File: src/sv/i2rs_pkg.sv
// ----------------------------------------------------------------------------
// i2rs_pkg
// Shared constants and types for the integer to radix string converter.
// ----------------------------------------------------------------------------
package i2rs_pkg;

   // Default width of the signed input value.
   localparam int VALUE_BITS_DEFAULT = 32;

   // Field widths.
   localparam int RADIX_W = 6;
   localparam int CHAR_W  = 8;

   // Valid range of the number base.
   localparam logic [RADIX_W-1:0] RADIX_MIN = 6'd2;
   localparam logic [RADIX_W-1:0] RADIX_MAX = 6'd36;

   // ASCII codes used for the text.
   localparam logic [CHAR_W-1:0] CHAR_ZERO  = 8'h30;
   localparam logic [CHAR_W-1:0] CHAR_A     = 8'h41;
   localparam logic [CHAR_W-1:0] CHAR_MINUS = 8'h2D;
   localparam logic [CHAR_W-1:0] CHAR_NUL   = 8'h00;

   // First digit value that maps to a letter.
   localparam logic [RADIX_W-1:0] DIGIT_TEN = 6'd10;

   // Quotient bits resolved per cycle by the divider.
   localparam int DIV_BITS = 4;

   // Number of entries in the queue between front and back.
   localparam int QUEUE_DEPTH = 2;

   // Classification of one accepted item.
   typedef struct packed {
      logic               neg;
      logic               bad;
      logic [RADIX_W-1:0] radix;
   } i2rs_ctl_type;

   localparam int CTL_W = $bits(i2rs_ctl_type);

endpackage

File: src/sv/i2rs_front.sv
// ----------------------------------------------------------------------------
// i2rs_front
// Classifies an incoming item: checks the base and forms the magnitude.
// ----------------------------------------------------------------------------
module i2rs_front #(
   parameter int VALUE_BITS = i2rs_pkg::VALUE_BITS_DEFAULT
) (
   input  logic [VALUE_BITS-1:0]        value,
   input  logic [i2rs_pkg::RADIX_W-1:0] radix,
   output logic [VALUE_BITS-1:0]        mag,
   output i2rs_pkg::i2rs_ctl_type       ctl
);
   import i2rs_pkg::*;

   // The sign bit selects the two's complement negation; the most negative
   // value maps onto itself, which is its correct unsigned magnitude.
   always_comb begin
      ctl.neg   = value[VALUE_BITS-1];
      ctl.bad   = (radix < RADIX_MIN) || (radix > RADIX_MAX);
      ctl.radix = radix;
      mag       = ctl.neg ? (~value + VALUE_BITS'(1)) : value;
   end

endmodule

File: src/sv/i2rs_queue.sv
// ----------------------------------------------------------------------------
// i2rs_queue
// Short first-in first-out queue between the front and the back.
// ----------------------------------------------------------------------------
module i2rs_queue #(
   parameter int DATA_W = 8,
   parameter int DEPTH  = i2rs_pkg::QUEUE_DEPTH
) (
   input  logic              clock,
   input  logic              reset,
   input  logic              in_valid,
   output logic              in_ready,
   input  logic [DATA_W-1:0] in_data,
   output logic              out_valid,
   input  logic              out_ready,
   output logic [DATA_W-1:0] out_data
);
   import i2rs_pkg::*;

   localparam int PTR_W = (DEPTH > 1) ? $clog2(DEPTH) : 1;
   localparam int CNT_W = $clog2(DEPTH + 1);

   logic [DATA_W-1:0] entry_ff [DEPTH];
   logic [PTR_W-1:0]  wr_ptr_ff, wr_ptr_in;
   logic [PTR_W-1:0]  rd_ptr_ff, rd_ptr_in;
   logic [CNT_W-1:0]  count_ff, count_in;
   logic              push, pop;

   assign in_ready  = (count_ff != CNT_W'(DEPTH));
   assign out_valid = (count_ff != '0);
   assign out_data  = entry_ff[rd_ptr_ff];
   assign push      = in_valid && in_ready;
   assign pop       = out_valid && out_ready;

   // Pointer and fill count update.
   always_comb begin
      wr_ptr_in = wr_ptr_ff;
      rd_ptr_in = rd_ptr_ff;
      count_in  = count_ff;
      if (push) begin
         wr_ptr_in = (wr_ptr_ff == PTR_W'(DEPTH - 1)) ? '0 : wr_ptr_ff + PTR_W'(1);
      end
      if (pop) begin
         rd_ptr_in = (rd_ptr_ff == PTR_W'(DEPTH - 1)) ? '0 : rd_ptr_ff + PTR_W'(1);
      end
      if (push && !pop) begin
         count_in = count_ff + CNT_W'(1);
      end else if (pop && !push) begin
         count_in = count_ff - CNT_W'(1);
      end
   end

   always_ff @(posedge clock) begin
      if (reset) begin
         wr_ptr_ff <= '0;
         rd_ptr_ff <= '0;
         count_ff  <= '0;
      end else begin
         wr_ptr_ff <= wr_ptr_in;
         rd_ptr_ff <= rd_ptr_in;
         count_ff  <= count_in;
      end
   end

   // Entry storage.
   always_ff @(posedge clock) begin
      if (push) begin
         entry_ff[wr_ptr_ff] <= in_data;
      end
   end

endmodule

File: src/sv/i2rs_back.sv
// ----------------------------------------------------------------------------
// i2rs_back
// Divides the magnitude by the base digit by digit, stacks the digits and
// sends them out most significant first through an output register.
// ----------------------------------------------------------------------------
module i2rs_back #(
   parameter int VALUE_BITS = i2rs_pkg::VALUE_BITS_DEFAULT
) (
   input  logic                        clock,
   input  logic                        reset,
   input  logic                        q_valid,
   output logic                        q_ready,
   input  logic [VALUE_BITS-1:0]       q_mag,
   input  i2rs_pkg::i2rs_ctl_type      q_ctl,
   output logic                        out_valid,
   input  logic                        out_ready,
   output logic [i2rs_pkg::CHAR_W-1:0] out_char,
   output logic                        out_last,
   output logic                        out_bad
);
   import i2rs_pkg::*;

   localparam int MAG_W  = ((VALUE_BITS + DIV_BITS - 1) / DIV_BITS) * DIV_BITS;
   localparam int STEPS  = MAG_W / DIV_BITS;
   localparam int STEP_W = (STEPS > 1) ? $clog2(STEPS) : 1;
   localparam int IDX_W  = $clog2(VALUE_BITS);
   localparam int CNT_W  = $clog2(VALUE_BITS + 1);

   typedef enum logic [2:0] {
      ST_IDLE,
      ST_DIV,
      ST_SIGN,
      ST_READ,
      ST_SEND,
      ST_ERR
   } state_type;

   state_type           state_ff;
   logic [MAG_W-1:0]    work_ff;
   logic [RADIX_W-1:0]  rem_ff;
   logic [RADIX_W-1:0]  radix_ff;
   logic                neg_ff;
   logic [STEP_W-1:0]   step_ff;
   logic [CNT_W-1:0]    cnt_ff;
   logic                out_valid_ff;
   logic [CHAR_W-1:0]   out_char_ff;
   logic                out_last_ff;
   logic                out_bad_ff;

   logic [CHAR_W-1:0]   stack_mem [VALUE_BITS];
   logic [CHAR_W-1:0]   rd_char_ff;

   logic [MAG_W-1:0]    work_in;
   logic [RADIX_W-1:0]  rem_in;
   logic [CHAR_W-1:0]   digit_char;
   logic                out_free;
   logic                out_load;
   logic                out_valid_in;
   logic                digit_done;
   logic                stack_wr;
   logic [IDX_W-1:0]    top_idx;

   assign out_free   = !out_valid_ff || out_ready;
   assign q_ready    = (state_ff == ST_IDLE);
   assign digit_done = (state_ff == ST_DIV) && (step_ff == STEP_W'(STEPS - 1));
   assign stack_wr   = digit_done;
   assign top_idx    = cnt_ff[IDX_W-1:0] - IDX_W'(1);

   // The output register takes a new beat from the sign, send and error
   // states; otherwise it holds its beat until the sink accepts it.
   assign out_load     = out_free && (((state_ff == ST_SIGN) && neg_ff)
                         || (state_ff == ST_SEND) || (state_ff == ST_ERR));
   assign out_valid_in = out_load || (out_valid_ff && !out_ready);

   assign out_valid = out_valid_ff;
   assign out_char  = out_char_ff;
   assign out_last  = out_last_ff;
   assign out_bad   = out_bad_ff;

   // Restoring division, DIV_BITS quotient bits per cycle. The dividend
   // shifts out at the top while quotient bits shift in at the bottom.
   always_comb begin
      logic [RADIX_W:0] trial;
      logic             ge;
      work_in = work_ff;
      rem_in  = rem_ff;
      for (int i = 0; i < DIV_BITS; i++) begin
         trial   = {rem_in, work_in[MAG_W-1]};
         ge      = (trial >= {1'b0, radix_ff});
         rem_in  = ge ? RADIX_W'(trial - {1'b0, radix_ff}) : trial[RADIX_W-1:0];
         work_in = {work_in[MAG_W-2:0], ge};
      end
   end

   // Digit value to its ASCII character.
   always_comb begin
      if (rem_in < DIGIT_TEN) begin
         digit_char = CHAR_ZERO + CHAR_W'(rem_in);
      end else begin
         digit_char = CHAR_A + CHAR_W'(rem_in - DIGIT_TEN);
      end
   end

   // Digit stack, least significant digit at the bottom.
   always_ff @(posedge clock) begin
      if (stack_wr) begin
         stack_mem[cnt_ff[IDX_W-1:0]] <= digit_char;
      end
      rd_char_ff <= stack_mem[top_idx];
   end

   // Sequencer and output register.
   always_ff @(posedge clock) begin
      if (reset) begin
         state_ff     <= ST_IDLE;
         out_valid_ff <= 1'b0;
      end else begin
         out_valid_ff <= out_valid_in;
         unique case (state_ff)
            ST_IDLE: begin
               if (q_valid) begin
                  work_ff  <= MAG_W'(q_mag);
                  rem_ff   <= '0;
                  radix_ff <= q_ctl.radix;
                  neg_ff   <= q_ctl.neg;
                  step_ff  <= '0;
                  cnt_ff   <= '0;
                  state_ff <= q_ctl.bad ? ST_ERR : ST_DIV;
               end
            end
            ST_DIV: begin
               if (digit_done) begin
                  cnt_ff  <= cnt_ff + CNT_W'(1);
                  step_ff <= '0;
                  rem_ff  <= '0;
                  work_ff <= work_in;
                  if (work_in == '0) begin
                     state_ff <= ST_SIGN;
                  end
               end else begin
                  step_ff <= step_ff + STEP_W'(1);
                  rem_ff  <= rem_in;
                  work_ff <= work_in;
               end
            end
            ST_SIGN: begin
               if (!neg_ff) begin
                  state_ff <= ST_READ;
               end else if (out_free) begin
                  out_char_ff  <= CHAR_MINUS;
                  out_last_ff  <= 1'b0;
                  out_bad_ff   <= 1'b0;
                  state_ff     <= ST_READ;
               end
            end
            ST_READ: begin
               state_ff <= ST_SEND;
            end
            ST_SEND: begin
               if (out_free) begin
                  out_char_ff  <= rd_char_ff;
                  out_last_ff  <= (cnt_ff == CNT_W'(1));
                  out_bad_ff   <= 1'b0;
                  cnt_ff       <= cnt_ff - CNT_W'(1);
                  state_ff     <= (cnt_ff == CNT_W'(1)) ? ST_IDLE : ST_READ;
               end
            end
            ST_ERR: begin
               if (out_free) begin
                  out_char_ff  <= CHAR_NUL;
                  out_last_ff  <= 1'b1;
                  out_bad_ff   <= 1'b1;
                  state_ff     <= ST_IDLE;
               end
            end
            default: begin
               state_ff <= ST_IDLE;
            end
         endcase
      end
   end

endmodule

File: src/sv/integer_to_radix_string.sv
// ----------------------------------------------------------------------------
// integer_to_radix_string
// Converts a signed integer to its ASCII text in a base from 2 to 36.
// ----------------------------------------------------------------------------
// One request carries a signed value and a base; the response stream carries
// the text one character per beat, a '-' first for a negative value, then
// the digits most significant first, with tlast on the final character. A
// base outside 2..36 gives a single beat with a null character and tuser set.
// Each digit is found by the shared divider, which resolves four quotient
// bits per cycle, and each character is then read from the digit stack and
// sent. A two-entry queue lets the request side accept items while the
// divider is busy.
// ----------------------------------------------------------------------------
module integer_to_radix_string #(
   parameter int VALUE_BITS = i2rs_pkg::VALUE_BITS_DEFAULT
) (
   input  logic clock,
   input  logic reset,
   // Fields from bit 0 up: value, radix, zero padding.
   input  logic [((VALUE_BITS + i2rs_pkg::RADIX_W + 7) / 8) * 8 - 1:0] req_tdata,
   input  logic req_tvalid,
   output logic req_tready,
   // Fields from bit 0 up: text_char.
   output logic [i2rs_pkg::CHAR_W-1:0] rsp_tdata,
   // Fields from bit 0 up: bad_radix.
   output logic [0:0] rsp_tuser,
   output logic rsp_tlast,
   output logic rsp_tvalid,
   input  logic rsp_tready
);
   import i2rs_pkg::*;

   localparam int ENTRY_W = CTL_W + VALUE_BITS;

   logic [VALUE_BITS-1:0] req_value;
   logic [RADIX_W-1:0]    req_radix;
   logic [VALUE_BITS-1:0] front_mag;
   i2rs_ctl_type          front_ctl;
   logic [ENTRY_W-1:0]    q_data;
   logic                  q_valid;
   logic                  q_ready;
   logic                  out_bad;

   assign req_value = req_tdata[VALUE_BITS-1:0];
   assign req_radix = req_tdata[VALUE_BITS +: RADIX_W];

   // Classification of the request.
   i2rs_front #(
      .VALUE_BITS (VALUE_BITS)
   ) u_front (
      .value (req_value),
      .radix (req_radix),
      .mag   (front_mag),
      .ctl   (front_ctl)
   );

   // Queue between classification and conversion.
   i2rs_queue #(
      .DATA_W (ENTRY_W),
      .DEPTH  (QUEUE_DEPTH)
   ) u_queue (
      .clock     (clock),
      .reset     (reset),
      .in_valid  (req_tvalid),
      .in_ready  (req_tready),
      .in_data   ({front_ctl, front_mag}),
      .out_valid (q_valid),
      .out_ready (q_ready),
      .out_data  (q_data)
   );

   // Division and character output.
   i2rs_back #(
      .VALUE_BITS (VALUE_BITS)
   ) u_back (
      .clock     (clock),
      .reset     (reset),
      .q_valid   (q_valid),
      .q_ready   (q_ready),
      .q_mag     (q_data[VALUE_BITS-1:0]),
      .q_ctl     (q_data[ENTRY_W-1:VALUE_BITS]),
      .out_valid (rsp_tvalid),
      .out_ready (rsp_tready),
      .out_char  (rsp_tdata),
      .out_last  (rsp_tlast),
      .out_bad   (out_bad)
   );

   assign rsp_tuser = out_bad;

endmodule

File: config.mk
export PLATFORM = sky130hd
export DESIGN_NAME = integer_to_radix_string
export DESIGN_NICKNAME = d
export VERILOG_FILES = /design/src/sv/i2rs_pkg.sv /design/src/sv/i2rs_front.sv /design/src/sv/i2rs_queue.sv /design/src/sv/i2rs_back.sv /design/src/sv/integer_to_radix_string.sv
export SDC_FILE = /design/constraint.sdc
export NUM_CORES = 1
export LEC_CHECK = 0
export ABC_AREA = 0
export ABC_CLOCK_PERIOD_IN_PS = 13300
export BUFFER_PORTS_ARGS = -buffer_cell sky130_fd_sc_hd__buf_2
export CELL_PAD_IN_SITES_DETAIL_PLACEMENT = 0
export CELL_PAD_IN_SITES_GLOBAL_PLACEMENT = 1
export CORE_MARGIN = 1
export CORE_UTILIZATION = 53
export CTS_CLUSTER_SIZE = 25
export DETAILED_ROUTE_END_ITERATION = 6
export PLACE_DENSITY = 0.83
export RECOVER_POWER = 50
export SYNTH_ARGS = -nofsm -noshare
export SYNTH_HDL_FRONTEND = slang
export SYNTH_SLANG_ARGS = --single-unit
File: constraint.sdc
create_clock -name clock -period 13.3 [get_ports clock]
set_clock_uncertainty 0.05 [all_clocks]
set_input_delay 3.325 -clock clock [delete_from_list [all_inputs] [get_ports clock]]
set_output_delay 3.325 -clock clock [all_outputs]
set_load 0.01 [all_outputs]
==> results_dict.tcl <==
set metrics [dict create \
    synth-seq-area-share_pct 66.2 \
    first_global_vias 10200 \
    portBuffers 53 \
    cts_setup_buffers 0 \
    max_freq_mhz 86.3 \
    synth_seq_cells 417 \
    reg2reg_slack_ns 1.71 \
    min_to "u_back.out_char[4]$_DFFE_PP_" \
    rr_endpoint "u_back.stack_mem[30][5]$_DFFE_PP_" \
    drive_above_1_share_pct 18.6 \
    finalCritPeriodShare_pct 87.2 \
    gp_congestion 0.850 \
    vias 10500 \
    area_growth_pct 10.8 \
    slew_viol_final 256 \
    track_usage_pct 22.0 \
    finalWirelength_um 38700 \
    ant_nets 0 \
    crit_type "flip-flop to flip-flop" \
    routed_wire_length_per_instance_um 22.2 \
    critPathMaxStageDelay_ns 0.97 \
    synth_nets 1279 \
    antenna_found_initial 1 \
    synthCells 1195 \
    initial_core_util_pct 53.9 \
    worstMarginPinSlew_ns 4.09 \
    ctsResizeCount 0 \
    yosys_warnings 0 \
    nFillCells 2557 \
    min_period_ns 11.59 \
    setup_tns_ns 0 \
    startpoint_type "flip-flop" \
    crit_arrival_ns 11.68 \
    grt_max_degree 76 \
    synth_area_per_cell_um2 15.6 \
    violations "max-capacitance violations, max-slew violations" \
    holdWs_ns 0.446 \
    die_w_um 190 \
    pin_count 56 \
    min_path_type "flip-flop to flip-flop" \
    end_kind "flip-flop" \
    htreeDepth 2 \
    cp_common_cell "ha_1" \
    place_hpwl_um 24400 \
    min_from "u_back.rd_char_ff[4]$_DFF_P_" \
    final_hold_viol_count 0 \
    final-setup-viol-count 0 \
    rsz0062_at_grt "false" \
    gr-total-overflow 0 \
    rows 68 \
    viasPerCell 6.01 \
    core_mm2 0.0346 \
    die_h_um 190 \
    nNetsFinal 1340 \
    drc_errors 0 \
    status "complete, but fails checks" \
    holdBufCountCts 0 \
    crit_buf_inv 2 \
    synth-main-ff-cell "edfxtp_1" \
    cts.sinks 417 \
    grt_pass1_wl_um 59300 \
    cpMaxStageDelayCell "o22ai_2" \
    multi_input_area_mm2 0.00605 \
    crit_fanout 32 \
    yosys.cell_types.count 79 \
    cts_buffer_depth 3 \
    synth-edff-count 400 \
    drtIter0Drc 958 \
    hold_path_depth 1 \
    regArea_mm2 0.0124 \
    crit_family "compound AO/OA/AOI/OAI gates" \
    path_clk_slew_ns 0.06 \
    worstPathRequired_ns 13.39 \
    synth-async-reset-ratio_pct 0 \
    cts_tree "yes" \
    insertion_delay_ns 0.54 \
    cts_root_buffer "clkbuf_16" \
    numCtsBuffers 40 \
    cap_violations 5 \
    reg2regPathDepth 37 \
    synth_area_mm2 0.0187 \
    die-area_mm2 0.0360 \
    dr.pass1.iters 5 \
    reg2reg_from "u_back.rem_ff[4]$_SDFFCE_PP0P_" \
    max_slew_margin_pct -173 \
]
## cells in the final DEF (no fill, tap or decap), types with 5 or more instances in the layout
cell type	n
a21oi_1	32
mux2_2	18
nor3_1	18
buf_2	44
or3_1	10
o21ai_2	5
o21ai_0	63
o31ai_1	9
mux4_2	80
inv_1	35
clkbuf_16	41
clkinv_2	5
nor2b_1	16
buf_4	10
clkbuf_1	26
clkinv_1	7
nand3_1	13
dfxtp_1	16
edfxtp_1	400
a21o_1	7
nor2_1	80
nand2b_1	13
xor2_1	11
mux2i_1	35
xnor2_1	38
nand2_1	78
nand4_1	8
nor4_1	12
ha_1	35
a211oi_1	5
## metal layers
layer  GRT usage (%)  wire length, um  up-vias
met2            34.0            18400      339
met1            32.5            16900     5266
met5               0                0        -
met4            6.30              748        0
met3            3.86             2720       52
li1                -                -     4802
## worst max path at each step
| stage | from | to | cells after the start |
|---|---|---|---|
| 3_5_place_dp | u_back.radix_ff[1]$_DFFE_PP_ | u_back.stack_mem[23][5]$_DFFE_PP_ | 38 |
| 2_1_floorplan | u_back.radix_ff[1]$_DFFE_PP_ | u_back.stack_mem[0][4]$_DFFE_PP_ | 40 |
| 4_1_cts | u_back.rem_ff[4]$_SDFFCE_PP0P_ | u_back.stack_mem[21][5]$_DFFE_PP_ | 37 |
| 5_1_grt | u_back.radix_ff[1]$_DFFE_PP_ | u_back.stack_mem[30][5]$_DFFE_PP_ | 38 |
| 3_3_place_gp | u_back.radix_ff[1]$_DFFE_PP_ | u_back.stack_mem[20][6]$_DFFE_PP_ | 40 |
| 6_report | u_back.rem_ff[4]$_SDFFCE_PP0P_ | u_back.stack_mem[30][5]$_DFFE_PP_ | 37 |
## synth_stat cells (all sizes together), types with 12 or more instances
master	number	area (um^2)
nor4	12	75.1
edfxtp	400	12000
xnor2	42	368
nor2b	16	100
inv	36	135
nand3	13	65.1
mux2	21	244
buf	12	66.3
o21ai	70	362
nor2	82	310
dfxtp	17	340
nand2	79	299
nand2b	13	81.3
a21oi	32	160
nor3	18	90.1
mux2i	35	350
clkbuf	38	143
ha	36	450
mux4	80	1800
## sequential cells by signal, indices dropped and copies added, names as in the netlist, 2 cells and up, named ones only
register / cells
u_back.stack_mem: 256
u_queue.entry_ff: 80
u_back.work_ff: 32
u_back.out_char: 8
u_back.rd_char_ff: 8
u_back.cnt_ff: 6
u_back.radix_ff: 6
u_back.rem_ff: 6
u_back.state_ff: 3
u_back.step_ff: 3
u_queue.count_ff: 2
## final cells by class
cell class	instances	area share, %
sequential	417	59.7
multi-input combinational	692	29.2
clock buffer	55	5.36
tap	455	2.75
timing repair buffer	69	1.70
inverter	36	0.653
clock inverter	16	0.617
antenna	1	0.0121
## logic make-up (layout without fill, tap and decap cells)
logic type                 Yosys count  after routing  synth area share [%]
AOI/OAI and AO/OA                  179            179                  6.45
buffers and inverters               86            176                  1.84
other                                0              1                     0
xor gates and xnor gates            53             53                  2.49
DFF                                417            417                  66.2
adders and majority gates           40             40                  2.84
and+or+nand+nor                    284            284                  7.39
muxes                              136            136                  12.8
## metrics by stage
stage          worst slack, ns  util, %  cell area, um^2  std cells
5_1_grt                  0.535     59.8            20700       1741
4_1_cts                   1.84     59.9            20700       1740
2_1_floorplan             3.19        -            18700       1195
6_report                  1.71     59.8            20700       1741
3_3_place_gp              1.94     56.3            19500       1669
3_5_place_dp              1.91     56.3            19500       1669
Power is not shown: default switching activity piles up to over one toggle a cycle in this logic, so the estimate is an artifact.
